<file path="src/sv/pid_dm_pkg.sv">
`timescale 1ns / 1ps
// shared constants, types and saturation helpers of the dual mode pid controller
package pid_dm_pkg;

    localparam int DATA_W    = 32;
    localparam int FRAC_BITS = 16;
    localparam int DT_W      = 24;
    localparam int DT_FRAC   = 24;
    localparam int LIM_W     = DATA_W - 1;
    localparam int OP_W      = 2;
    localparam int CFG_IDX_W = 3;
    localparam int IN_DATA_W = ((DATA_W + DT_W + 7) / 8) * 8;
    localparam int WIDE_W    = DATA_W + 2;

    localparam logic [DATA_W-1:0] MAX_POS = {1'b0, {(DATA_W-1){1'b1}}};
    localparam logic [DATA_W-1:0] MIN_NEG = {1'b1, {(DATA_W-1){1'b0}}};

    localparam logic [OP_W-1:0] OP_STEP  = 2'd0;
    localparam logic [OP_W-1:0] OP_RESET = 2'd1;
    localparam logic [OP_W-1:0] OP_CLEAR = 2'd2;

    localparam logic [CFG_IDX_W-1:0] REG_MODE      = 3'd0;
    localparam logic [CFG_IDX_W-1:0] REG_SETPOINT  = 3'd1;
    localparam logic [CFG_IDX_W-1:0] REG_GAIN_P    = 3'd2;
    localparam logic [CFG_IDX_W-1:0] REG_GAIN_I    = 3'd3;
    localparam logic [CFG_IDX_W-1:0] REG_GAIN_D    = 3'd4;
    localparam logic [CFG_IDX_W-1:0] REG_INT_LIMIT = 3'd5;
    localparam logic [CFG_IDX_W-1:0] REG_OUT_LIMIT = 3'd6;

    typedef struct packed {
        logic              flag;
        logic [DATA_W-1:0] value;
    } sat_word_t;

    typedef struct packed {
        logic [DATA_W-1:0] a;
        logic [DATA_W-1:0] b;
        logic              long_shift;
    } mul_req_t;

    typedef struct packed {
        logic done;
        logic sat;
    } div_stat_t;

    function automatic logic [WIDE_W-1:0] ext_wide(input logic [DATA_W-1:0] x);
        return {{(WIDE_W-DATA_W){x[DATA_W-1]}}, x};
    endfunction

    function automatic sat_word_t sat_wide(input logic [WIDE_W-1:0] v);
        sat_word_t r;
        if (v[WIDE_W-1:DATA_W-1] != {(WIDE_W-DATA_W+1){v[WIDE_W-1]}})
        begin
            r.flag  = 1'b1;
            r.value = v[WIDE_W-1] ? MIN_NEG : MAX_POS;
        end
        else
        begin
            r.flag  = 1'b0;
            r.value = v[DATA_W-1:0];
        end
        return r;
    endfunction

    function automatic sat_word_t add_sat(input logic [DATA_W-1:0] a,
                                          input logic [DATA_W-1:0] b);
        return sat_wide(ext_wide(a) + ext_wide(b));
    endfunction

    function automatic sat_word_t sub_sat(input logic [DATA_W-1:0] a,
                                          input logic [DATA_W-1:0] b);
        return sat_wide(ext_wide(a) - ext_wide(b));
    endfunction

    function automatic sat_word_t clamp_lim(input logic [DATA_W-1:0] v,
                                            input logic [LIM_W-1:0]  lim);
        sat_word_t         r;
        logic [DATA_W-1:0] pos;
        logic [DATA_W-1:0] neg;
        pos = {1'b0, lim};
        neg = -pos;
        if ($signed(v) > $signed(pos))
        begin
            r.flag  = 1'b1;
            r.value = pos;
        end
        else if ($signed(v) < $signed(neg))
        begin
            r.flag  = 1'b1;
            r.value = neg;
        end
        else
        begin
            r.flag  = 1'b0;
            r.value = v;
        end
        return r;
    endfunction

endpackage

</file>
<file path="src/sv/pid_dm_mul.sv">
`timescale 1ns / 1ps
// shared two stage multiply, truncating shift and saturation unit
module pid_dm_mul (
    input  logic                  clk,
    input  pid_dm_pkg::mul_req_t  req,
    output pid_dm_pkg::sat_word_t res
);
    import pid_dm_pkg::*;

    localparam int PROD_W = 2 * DATA_W;

    logic [DATA_W-1:0] ua;
    logic [DATA_W-1:0] ub;
    logic [PROD_W-1:0] prod_reg;
    logic [PROD_W-1:0] prod_next;
    logic              neg_reg;
    logic              long_reg;
    logic [PROD_W-1:0] shifted;
    logic [PROD_W-1:0] lim;
    sat_word_t         res_reg;
    sat_word_t         res_next;

    // magnitudes, sign handled apart so the shift truncates toward zero
    assign ua        = req.a[DATA_W-1] ? (~req.a + 1'b1) : req.a;
    assign ub        = req.b[DATA_W-1] ? (~req.b + 1'b1) : req.b;
    assign prod_next = PROD_W'(ua) * PROD_W'(ub);

    always_comb
    begin
        shifted = long_reg ? (prod_reg >> DT_FRAC) : (prod_reg >> FRAC_BITS);
        lim     = neg_reg ? PROD_W'(MIN_NEG) : PROD_W'(MAX_POS);
        if (shifted > lim)
        begin
            res_next.flag  = 1'b1;
            res_next.value = neg_reg ? MIN_NEG : MAX_POS;
        end
        else
        begin
            res_next.flag  = 1'b0;
            res_next.value = neg_reg ? -shifted[DATA_W-1:0] : shifted[DATA_W-1:0];
        end
    end

    always_ff @(posedge clk)
    begin
        prod_reg <= prod_next;
        neg_reg  <= req.a[DATA_W-1] ^ req.b[DATA_W-1];
        long_reg <= req.long_shift;
        res_reg  <= res_next;
    end

    assign res = res_reg;

endmodule

</file>
<file path="src/sv/pid_dm_div.sv">
`timescale 1ns / 1ps
// bit serial restoring divider for the derivative quotient (x * 2^24) / dt
module pid_dm_div (
    input  logic                          clk,
    input  logic                          rst_n,
    input  logic                          start,
    input  logic [pid_dm_pkg::DATA_W-1:0] x,
    input  logic [pid_dm_pkg::DT_W-1:0]   dt,
    output pid_dm_pkg::div_stat_t         stat,
    output logic [pid_dm_pkg::DATA_W-1:0] q
);
    import pid_dm_pkg::*;

    localparam int HI_SH = DATA_W - DT_FRAC;
    localparam int CNT_W = $clog2(DATA_W);

    localparam logic [1:0] DV_IDLE = 2'd0;
    localparam logic [1:0] DV_RUN  = 2'd1;
    localparam logic [1:0] DV_FIX  = 2'd2;
    localparam logic [1:0] DV_DONE = 2'd3;

    logic [1:0]        state_reg, state_next;
    logic [CNT_W-1:0]  cnt_reg, cnt_next;
    logic [DT_W-1:0]   rem_reg, rem_next;
    logic [DATA_W-1:0] quo_reg, quo_next;
    logic              neg_reg, neg_next;
    logic [DATA_W-1:0] res_reg, res_next;
    logic              sat_reg, sat_next;

    logic [DATA_W-1:0] ux;
    logic [DT_W:0]     trial;
    logic [DT_W:0]     diff;
    logic              ge;
    logic [DATA_W:0]   lim;

    assign ux    = x[DATA_W-1] ? (~x + 1'b1) : x;
    assign trial = {rem_reg, quo_reg[DATA_W-1]};
    assign diff  = trial - {1'b0, dt};
    assign ge    = trial >= {1'b0, dt};
    assign lim   = neg_reg ? {1'b0, MIN_NEG} : {1'b0, MAX_POS};

    always_comb
    begin
        state_next = state_reg;
        cnt_next   = cnt_reg;
        rem_next   = rem_reg;
        quo_next   = quo_reg;
        neg_next   = neg_reg;
        res_next   = res_reg;
        sat_next   = sat_reg;
        unique case (state_reg)
            DV_IDLE:
            begin
                if (start)
                begin
                    neg_next = x[DATA_W-1];
                    // zero dividend, or quotient too wide for the result
                    if (ux == '0)
                    begin
                        res_next   = '0;
                        sat_next   = 1'b0;
                        state_next = DV_DONE;
                    end
                    else if (ux[DATA_W-1:HI_SH] >= dt)
                    begin
                        res_next   = x[DATA_W-1] ? MIN_NEG : MAX_POS;
                        sat_next   = 1'b1;
                        state_next = DV_DONE;
                    end
                    else
                    begin
                        rem_next   = ux[DATA_W-1:HI_SH];
                        quo_next   = {ux[HI_SH-1:0], {DT_FRAC{1'b0}}};
                        cnt_next   = '0;
                        state_next = DV_RUN;
                    end
                end
            end
            DV_RUN:
            begin
                rem_next = ge ? diff[DT_W-1:0] : trial[DT_W-1:0];
                quo_next = {quo_reg[DATA_W-2:0], ge};
                cnt_next = cnt_reg + 1'b1;
                if (cnt_reg == CNT_W'(DATA_W - 1))
                begin
                    state_next = DV_FIX;
                end
            end
            DV_FIX:
            begin
                if ({1'b0, quo_reg} > lim)
                begin
                    res_next = neg_reg ? MIN_NEG : MAX_POS;
                    sat_next = 1'b1;
                end
                else
                begin
                    res_next = neg_reg ? -quo_reg : quo_reg;
                    sat_next = 1'b0;
                end
                state_next = DV_DONE;
            end
            DV_DONE:
            begin
                state_next = DV_IDLE;
            end
            default:
            begin
                state_next = DV_IDLE;
            end
        endcase
    end

    always_ff @(posedge clk or negedge rst_n)
    begin
        if (!rst_n)
        begin
            state_reg <= DV_IDLE;
            cnt_reg   <= '0;
        end
        else
        begin
            state_reg <= state_next;
            cnt_reg   <= cnt_next;
        end
    end

    always_ff @(posedge clk)
    begin
        rem_reg <= rem_next;
        quo_reg <= quo_next;
        neg_reg <= neg_next;
        res_reg <= res_next;
        sat_reg <= sat_next;
    end

    assign stat.done = (state_reg == DV_DONE);
    assign stat.sat  = sat_reg;
    assign q         = res_reg;

endmodule

</file>
<file path="src/sv/pid_controller_dual_mode.sv">
`timescale 1ns / 1ps
// top level: configuration registers, controller state and step sequencer
//
// Fixed point PID regulator (signed Q16.16, dt in unsigned Q0.24) with a
// positional and an incremental mode. Each request gives exactly one result.
// A control step is run by a small sequencer over one shared multiplier
// and saturating adders; the positional mode also uses a bit serial divider
// for the derivative quotient, one quotient bit per cycle. A positional step
// computes four products and then runs the divider, which skips its bit
// serial loop when the derivative term is zero or its quotient overflows; an
// incremental step computes three products and no quotient. A state reset,
// integral clear or unused operation code goes straight to the result. One
// request is in work at a time; the input side is ready again as soon as the
// result sits in the output register, even if it has not yet been taken, and a
// finished step waits while an earlier result is still held there.
// The user must see that configuration is written only while idle; the block
// itself does not enforce this.
module pid_controller_dual_mode (
    input  logic                             clk,
    input  logic                             rst_n,
    input  logic                             s_axis_tvalid,
    output logic                             s_axis_tready,
    // measured [31:0], step_time [55:32]
    input  logic [pid_dm_pkg::IN_DATA_W-1:0] s_axis_tdata,
    // operation [1:0]
    input  logic [pid_dm_pkg::OP_W-1:0]      s_axis_tuser,
    output logic                             m_axis_tvalid,
    input  logic                             m_axis_tready,
    // drive [31:0]
    output logic [pid_dm_pkg::DATA_W-1:0]    m_axis_tdata,
    // clamped [0]
    output logic                             m_axis_tuser,
    input  logic                             cfg_wen,
    input  logic [pid_dm_pkg::CFG_IDX_W-1:0] cfg_addr,
    input  logic [pid_dm_pkg::DATA_W-1:0]    cfg_wdata
);
    import pid_dm_pkg::*;

    localparam logic [3:0] ST_IDLE    = 4'd0;
    localparam logic [3:0] ST_ERR     = 4'd1;
    localparam logic [3:0] ST_DERR    = 4'd2;
    localparam logic [3:0] ST_MUL     = 4'd3;
    localparam logic [3:0] ST_MWAIT   = 4'd4;
    localparam logic [3:0] ST_MCAP    = 4'd5;
    localparam logic [3:0] ST_DIVGO   = 4'd6;
    localparam logic [3:0] ST_DIVWAIT = 4'd7;
    localparam logic [3:0] ST_ISUM    = 4'd8;
    localparam logic [3:0] ST_PSUM    = 4'd9;
    localparam logic [3:0] ST_POUT    = 4'd10;
    localparam logic [3:0] ST_IDELTA  = 4'd11;
    localparam logic [3:0] ST_IOUT    = 4'd12;
    localparam logic [3:0] ST_DONE    = 4'd13;

    localparam logic [1:0] MUL_IE  = 2'd0;
    localparam logic [1:0] MUL_IDT = 2'd1;
    localparam logic [1:0] MUL_P   = 2'd2;
    localparam logic [1:0] MUL_D   = 2'd3;

    logic [3:0]        state_reg, state_next;
    logic [1:0]        idx_reg, idx_next;

    logic              mode_reg;
    logic [DATA_W-1:0] setpoint_reg;
    logic [DATA_W-1:0] gain_p_reg;
    logic [DATA_W-1:0] gain_i_reg;
    logic [DATA_W-1:0] gain_d_reg;
    logic [LIM_W-1:0]  ilim_reg;
    logic [LIM_W-1:0]  olim_reg;

    logic [DATA_W-1:0] integ_reg, integ_next;
    logic [DATA_W-1:0] prev_err_reg, prev_err_next;
    logic [DATA_W-1:0] last_out_reg, last_out_next;
    logic              flag_reg, flag_next;
    logic              out_valid_reg, out_valid_next;

    logic [DATA_W-1:0] meas_reg, meas_next;
    logic [DT_W-1:0]   dt_reg, dt_next;
    logic [DATA_W-1:0] err_reg, err_next;
    logic [DATA_W-1:0] derr_reg, derr_next;
    logic [DATA_W-1:0] d_reg, d_next;
    logic [WIDE_W-1:0] sum_reg, sum_next;
    logic [DATA_W-1:0] out_drive_reg, out_drive_next;
    logic              out_clamped_reg, out_clamped_next;
    logic [DATA_W-1:0] term_reg [4];

    logic              in_fire;
    logic [1:0]        last_idx;
    mul_req_t          mul_req;
    sat_word_t         mul_res;
    logic              div_start;
    div_stat_t         div_stat;
    logic [DATA_W-1:0] div_q;
    sat_word_t         sw_a;
    sat_word_t         sw_b;

    pid_dm_mul u_mul (
        .clk (clk),
        .req (mul_req),
        .res (mul_res)
    );

    pid_dm_div u_div (
        .clk   (clk),
        .rst_n (rst_n),
        .start (div_start),
        .x     (term_reg[MUL_D]),
        .dt    (dt_reg),
        .stat  (div_stat),
        .q     (div_q)
    );

    assign s_axis_tready = (state_reg == ST_IDLE);
    assign in_fire       = s_axis_tvalid && s_axis_tready;
    assign last_idx      = mode_reg ? MUL_P : MUL_D;
    assign div_start     = (state_reg == ST_DIVGO);

    // operand select of the shared multiplier
    always_comb
    begin
        unique case (idx_reg)
            MUL_IE:
            begin
                mul_req.a          = gain_i_reg;
                mul_req.b          = err_reg;
                mul_req.long_shift = 1'b0;
            end
            MUL_IDT:
            begin
                mul_req.a          = term_reg[MUL_IE];
                mul_req.b          = {{(DATA_W-DT_W){1'b0}}, dt_reg};
                mul_req.long_shift = 1'b1;
            end
            MUL_P:
            begin
                mul_req.a          = gain_p_reg;
                mul_req.b          = mode_reg ? derr_reg : err_reg;
                mul_req.long_shift = 1'b0;
            end
            default:
            begin
                mul_req.a          = gain_d_reg;
                mul_req.b          = derr_reg;
                mul_req.long_shift = 1'b0;
            end
        endcase
    end

    always_comb
    begin
        state_next       = state_reg;
        idx_next         = idx_reg;
        integ_next       = integ_reg;
        prev_err_next    = prev_err_reg;
        last_out_next    = last_out_reg;
        flag_next        = flag_reg;
        out_valid_next   = out_valid_reg;
        meas_next        = meas_reg;
        dt_next          = dt_reg;
        err_next         = err_reg;
        derr_next        = derr_reg;
        d_next           = d_reg;
        sum_next         = sum_reg;
        out_drive_next   = out_drive_reg;
        out_clamped_next = out_clamped_reg;
        sw_a             = '0;
        sw_b             = '0;

        if (out_valid_reg && m_axis_tready)
        begin
            out_valid_next = 1'b0;
        end

        unique case (state_reg)
            ST_IDLE:
            begin
                if (in_fire)
                begin
                    meas_next = s_axis_tdata[DATA_W-1:0];
                    dt_next   = s_axis_tdata[DATA_W+DT_W-1:DATA_W];
                    flag_next = 1'b0;
                    unique case (s_axis_tuser)
                        OP_STEP:
                        begin
                            state_next = ST_ERR;
                        end
                        OP_RESET:
                        begin
                            integ_next    = '0;
                            prev_err_next = '0;
                            last_out_next = '0;
                            state_next    = ST_DONE;
                        end
                        OP_CLEAR:
                        begin
                            integ_next = '0;
                            state_next = ST_DONE;
                        end
                        default:
                        begin
                            state_next = ST_DONE;
                        end
                    endcase
                end
            end
            ST_ERR:
            begin
                sw_a       = sub_sat(setpoint_reg, meas_reg);
                err_next   = sw_a.value;
                flag_next  = flag_reg | sw_a.flag;
                state_next = ST_DERR;
            end
            ST_DERR:
            begin
                sw_a       = sub_sat(err_reg, prev_err_reg);
                derr_next  = sw_a.value;
                flag_next  = flag_reg | sw_a.flag;
                idx_next   = MUL_IE;
                state_next = ST_MUL;
            end
            ST_MUL:
            begin
                state_next = ST_MWAIT;
            end
            ST_MWAIT:
            begin
                state_next = ST_MCAP;
            end
            ST_MCAP:
            begin
                flag_next = flag_reg | mul_res.flag;
                if (idx_reg == last_idx)
                begin
                    state_next = mode_reg ? ST_IDELTA : ST_DIVGO;
                end
                else
                begin
                    idx_next   = idx_reg + 1'b1;
                    state_next = ST_MUL;
                end
            end
            ST_DIVGO:
            begin
                state_next = ST_DIVWAIT;
            end
            ST_DIVWAIT:
            begin
                if (div_stat.done)
                begin
                    d_next     = div_q;
                    flag_next  = flag_reg | div_stat.sat;
                    state_next = ST_ISUM;
                end
            end
            ST_ISUM:
            begin
                // the integral clamp is not reported in the flag
                sw_a       = add_sat(integ_reg, term_reg[MUL_IDT]);
                sw_b       = clamp_lim(sw_a.value, ilim_reg);
                integ_next = sw_b.value;
                flag_next  = flag_reg | sw_a.flag;
                state_next = ST_PSUM;
            end
            ST_PSUM:
            begin
                sum_next   = ext_wide(term_reg[MUL_P]) + ext_wide(integ_reg) + ext_wide(d_reg);
                state_next = ST_POUT;
            end
            ST_POUT:
            begin
                sw_a          = sat_wide(sum_reg);
                sw_b          = clamp_lim(sw_a.value, olim_reg);
                last_out_next = sw_b.value;
                prev_err_next = err_reg;
                flag_next     = flag_reg | sw_a.flag | sw_b.flag;
                state_next    = ST_DONE;
            end
            ST_IDELTA:
            begin
                sw_a       = add_sat(term_reg[MUL_P], term_reg[MUL_IDT]);
                sw_b       = clamp_lim(sw_a.value, olim_reg);
                d_next     = sw_b.value;
                flag_next  = flag_reg | sw_a.flag | sw_b.flag;
                state_next = ST_IOUT;
            end
            ST_IOUT:
            begin
                sw_a          = add_sat(last_out_reg, d_reg);
                last_out_next = sw_a.value;
                prev_err_next = err_reg;
                flag_next     = flag_reg | sw_a.flag;
                state_next    = ST_DONE;
            end
            ST_DONE:
            begin
                if (!out_valid_reg || m_axis_tready)
                begin
                    out_valid_next   = 1'b1;
                    out_drive_next   = last_out_reg;
                    out_clamped_next = flag_reg;
                    state_next       = ST_IDLE;
                end
            end
            default:
            begin
                state_next = ST_IDLE;
            end
        endcase
    end

    always_ff @(posedge clk or negedge rst_n)
    begin
        if (!rst_n)
        begin
            state_reg     <= ST_IDLE;
            idx_reg       <= MUL_IE;
            integ_reg     <= '0;
            prev_err_reg  <= '0;
            last_out_reg  <= '0;
            flag_reg      <= 1'b0;
            out_valid_reg <= 1'b0;
        end
        else
        begin
            state_reg     <= state_next;
            idx_reg       <= idx_next;
            integ_reg     <= integ_next;
            prev_err_reg  <= prev_err_next;
            last_out_reg  <= last_out_next;
            flag_reg      <= flag_next;
            out_valid_reg <= out_valid_next;
        end
    end

    always_ff @(posedge clk or negedge rst_n)
    begin
        if (!rst_n)
        begin
            mode_reg     <= 1'b0;
            setpoint_reg <= '0;
            gain_p_reg   <= '0;
            gain_i_reg   <= '0;
            gain_d_reg   <= '0;
            ilim_reg     <= '0;
            olim_reg     <= '0;
        end
        else if (cfg_wen)
        begin
            unique case (cfg_addr)
                REG_MODE:      mode_reg     <= cfg_wdata[0];
                REG_SETPOINT:  setpoint_reg <= cfg_wdata;
                REG_GAIN_P:    gain_p_reg   <= cfg_wdata;
                REG_GAIN_I:    gain_i_reg   <= cfg_wdata;
                REG_GAIN_D:    gain_d_reg   <= cfg_wdata;
                REG_INT_LIMIT: ilim_reg     <= cfg_wdata[LIM_W-1:0];
                REG_OUT_LIMIT: olim_reg     <= cfg_wdata[LIM_W-1:0];
                default:
                begin
                end
            endcase
        end
    end

    always_ff @(posedge clk)
    begin
        meas_reg        <= meas_next;
        dt_reg          <= dt_next;
        err_reg         <= err_next;
        derr_reg        <= derr_next;
        d_reg           <= d_next;
        sum_reg         <= sum_next;
        out_drive_reg   <= out_drive_next;
        out_clamped_reg <= out_clamped_next;
        if (state_reg == ST_MCAP)
        begin
            term_reg[idx_reg] <= mul_res.value;
        end
    end

    assign m_axis_tvalid = out_valid_reg;
    assign m_axis_tdata  = out_drive_reg;
    assign m_axis_tuser  = out_clamped_reg;

`ifndef SYNTHESIS
    a_accept_leaves_idle: assert property (@(posedge clk) disable iff (!rst_n)
        in_fire |=> (state_reg != ST_IDLE))
        else $error("sequencer stayed idle after a request");

    a_deriv_only_positional: assert property (@(posedge clk) disable iff (!rst_n)
        (state_reg == ST_MUL && idx_reg == MUL_D) |-> !mode_reg)
        else $error("derivative product issued in incremental mode");

    a_isum_after_div: assert property (@(posedge clk) disable iff (!rst_n)
        (state_reg == ST_ISUM) |-> ($past(state_reg) == ST_DIVWAIT && !mode_reg))
        else $error("integral update out of sequence");

    a_div_done_waited: assert property (@(posedge clk) disable iff (!rst_n)
        div_stat.done |-> (state_reg == ST_DIVWAIT))
        else $error("divider finished while not awaited");
`endif

endmodule
</file>
<file path="config.mk">
export PLATFORM = sky130hd
export DESIGN_NAME = pid_controller_dual_mode
export DESIGN_NICKNAME = d
export VERILOG_FILES = /design/src/sv/pid_dm_pkg.sv /design/src/sv/pid_dm_mul.sv /design/src/sv/pid_dm_div.sv /design/src/sv/pid_controller_dual_mode.sv
export SDC_FILE = /design/constraint.sdc
export NUM_CORES = 2
export LEC_CHECK = 0
export BUFFER_PORTS_ARGS = -buffer_cell sky130_fd_sc_hd__buf_2
export CAP_MARGIN = 20
export CORE_MARGIN = 3
export CORE_UTILIZATION = 65
export CTS_CLUSTER_DIAMETER = 30
export DETAILED_ROUTE_END_ITERATION = 10
export PLACE_DENSITY = 0.82
export RECOVER_POWER = 50
export SLEW_MARGIN = 30
export SYNTH_ARGS = -nofsm -noshare
export SYNTH_HDL_FRONTEND = slang
export SYNTH_SLANG_ARGS = --single-unit
export TNS_END_PERCENT = 100
</file>
<file path="constraint.sdc">
create_clock -name clk -period 13.8 [get_ports clk]
set_input_delay 0.69 -clock clk [delete_from_list [all_inputs] [get_ports clk]]
set_output_delay 0.69 -clock clk [all_outputs]
set_load 0.005 [all_outputs]
</file>
==> out/summary.txt <==
Top cell type's share of synthesized area - 21.2%
DIE AREA - 140,000 um2
Mapped Cells - 9,417
Hold WS - 0.0886 ns
Achievable Freq - 0.0781 GHz
Most used cell along the critical path - fa_1
Skew-Pair Late Insertion Delay - 0.77 ns
Fin nets - 11,300
Worst Setup End Kind - flip-flop
Area leader, netlist - fa_1
Layout cells sized above 1 - 9.21%
Die Y - 374 um
Hold crit path type - primary input to flip-flop
H-tree depth - 4
Slew headroom - -238%
# rows - 134
Routed Antenna Nets - 0
Synthesized area - 88,100 um2
Buffers from clock root to sink, at most - 3
Vias in the first global route - 75,200
Total core area - 134,000 um2
CP max-delay cell - a211oi_1
Vias/cell - 6.58
CP max stage delay - 0.65 ns
CP required - 14.45 ns
Fraction of registers with async set/reset - 36.7%
Crit path max fanout - 43
Tcrit/Tclk final - 92.8%
IO Port Bufs - 132
Root Driver - clkbuf_16
Final Setup Violations - 0
Clock transition at path regs - 0.06 ns
Inserted Clock Buffers - 151
DRT Pass-1 Iters - 11
Seq/Total Area, Yosys - 25.3%
Worst Skew - 0.0399 ns
Number of antenna violations at the first check in global routing - 44
Routability cong. - 1.09
Die X - 374 um
P&R area growth vs syn - 9.77%
RSZ-0062 raised after global routing - false
Failing checks - capacitance limit, slew limit
Commonest cells post-synth - 1,214 x inv_1, 959 x nor2_1, 934 x fa_1
FF+latch count, synth - 822
# fillers - 10,000
Hold Fails Final Rpt - 0
Most frequent cell after synthesis - inv_1
HPWL after DPL - 237,000 um
CP Launch Type - flip-flop
TNS Setup - 0 ns
Initial DRC Count - 9,847
Routed WL - 308,000 um
DR vias - 75,000
Ports - 133
Per-cell routed wire length - 27.0 um
CP Data Arrival Time - 13.45 ns
CTS tree - built
Fin crit period - 12.80 ns
Starting Density - 65.7%
Largest cells by area after synthesis - fa_1 21%, edfxtp_1 15%, ha_1 11%
Clk sink count - 822
Syn avg cell area - 9.36 um2
Total congestion overflow - 0
Netlist cell types - 103
First-pass GRT wire length - 460,000 um
Max reg flops - 128
Slew Limit Fails - 650
GRT Util Overall - 43.9%
Synthesized net count - 11,200
Worst-Margin Slew - 5.07 ns
EDFF count, synth - 437
Largest net degree at the start of global routing - 89
Synthesis Warnings - 0
Maxcap violations - 15
Status - complete, but fails checks
Residual DRC count - 0
Top_reg_cell synth - edfxtp_1
Setup CP Type - flip-flop to flip-flop
## kinds of logic (layout without fill, tap and decap cells)
logic type | count (synthesis) | in the layout | synth area share, %
AND/OR/NAND/NOR | 2541 | 2541 | 12.8
XOR/XNOR | 427 | 427 | 4.27
other | 0 | 37 | 0
buffers and inverters | 1628 | 1813 | 7.02
multiplexers | 283 | 283 | 3.50
AO/OA/AOI/OAI | 2003 | 2003 | 14.8
adder cells (fa/ha/maj) | 1713 | 1713 | 32.3
flip-flops | 822 | 822 | 25.3
## stage by stage
step                util, %  instances  area [um2]  setup WS (ns)
floorplan                 -       9417       88100           2.35
global placement       68.1      11100       91300           1.58
detailed placement     68.2      11100       91400           1.57
CTS                    72.1      11400       96700           1.51
global route           72.1      11400       96700          0.640
finish                 72.1      11400       96800           1.00
## layout make-up
type	instances	area, um2	share of cell area [%]
Multi-Input combinational cell	6967	60300	62.3
Sequential cell	822	22300	23.1
Inverter	1218	4570	4.72
Antenna cell	37	92.6	0.0957
Clock inverter	101	1110	1.15
Clock buffer	178	4090	4.22
Timing Repair Buffer	316	2020	2.09
Tap cell	1768	2210	2.29
## critical path, delay by kind of cell, from the launching register on
kind | cells | cell delay [ns]
adder cells (fa/ha/maj) | 11 | 5.01
AND/OR/NAND/NOR | 4 | 1.09
XOR/XNOR | 2 | 0.76
flip-flops | 1 | 0.56
buffers and inverters | 8 | 1.75
AO/OA/AOI/OAI | 14 | 3.47
## worst paths after layout
| check | startpoint | slack, ns | end | cells after the start |
|---|---|---|---|---|
| setup / recovery | idx_reg[0] | 1.0 | u_mul.prod_reg[50] | 39 |
| hold / removal | s_axis_tdata[27] | 0.09 | meas_reg[27] | 1 |
| setup reg to reg | idx_reg[0] | 1.0 | u_mul.prod_reg[50] | 39 |
| hold reg to reg | last_out_reg[23] | 0.48 | m_axis_tdata[23] | 0 |
| max in group asynchronous | rst_n | 6.30 | prev_err_reg[17] | 4 |
| min in group asynchronous | rst_n | 2.33 | last_out_reg[1] | 2 |
## routing by layer
metal	track usage, %	wire (um)
met1	56.9	114000
met2	63.5	129000
met3	15.6	43800
met4	25.9	21100
met5	0	205
## layout by cell type, fill, tap and decap left out, types with 30 or more instances in the layout
| cell type | netlist | layout |
|---|---|---|
| inv_1 | 1214 | 1212 |
| nor2_1 | 959 | 954 |
| fa_1 | 934 | 934 |
| nand2_1 | 836 | 834 |
| ha_1 | 779 | 776 |
| a21oi_1 | 499 | 492 |
| o21ai_0 | 481 | 480 |
| edfxtp_1 | 437 | 437 |
| a21o_1 | 336 | 336 |
| dfrtp_1 | 302 | 302 |
| xnor2_1 | 274 | 247 |
| mux2_2 | 201 | 197 |
| buf_4 | 5 | 162 |
| clkbuf_16 | 0 | 158 |
| xor2_1 | 150 | 130 |
| nor3_1 | 122 | 122 |
| nand3_1 | 121 | 121 |
| buf_2 | 39 | 109 |
| nand4_1 | 92 | 92 |
| mux2i_1 | 82 | 81 |
| dfxtp_1 | 83 | 81 |
| nor2b_1 | 76 | 76 |
| nand2b_1 | 67 | 67 |
| o21a_1 | 64 | 64 |
| a22oi_1 | 60 | 60 |
| a22o_1 | 52 | 52 |
| clkbuf_1 | 334 | 51 |
| o211ai_1 | 49 | 49 |
| and3_1 | 47 | 47 |
| a211oi_1 | 50 | 47 |
| a31oi_1 | 47 | 46 |
| and2_1 | 58 | 41 |
| or3_1 | 40 | 40 |
| o31ai_1 | 42 | 40 |
| o21bai_1 | 40 | 40 |
| diode_2 | 0 | 37 |
| o221ai_1 | 34 | 34 |
| a222oi_1 | 30 | 30 |
## timing repair
| action | CTS | global route |
|---|---|---|
| buffers inserted | 0 | 0 |
| hold buffers | 1 | 0 |
| hold endpoints to repair | 69 | 0 |
| resized for setup | 0 | 0 |
| endpoints found under the setup margin | 0 | 0 |
Power is left out: the tool's default activity adds up to more than one toggle a clock period on the data nets, which glitch-free logic cannot reach.
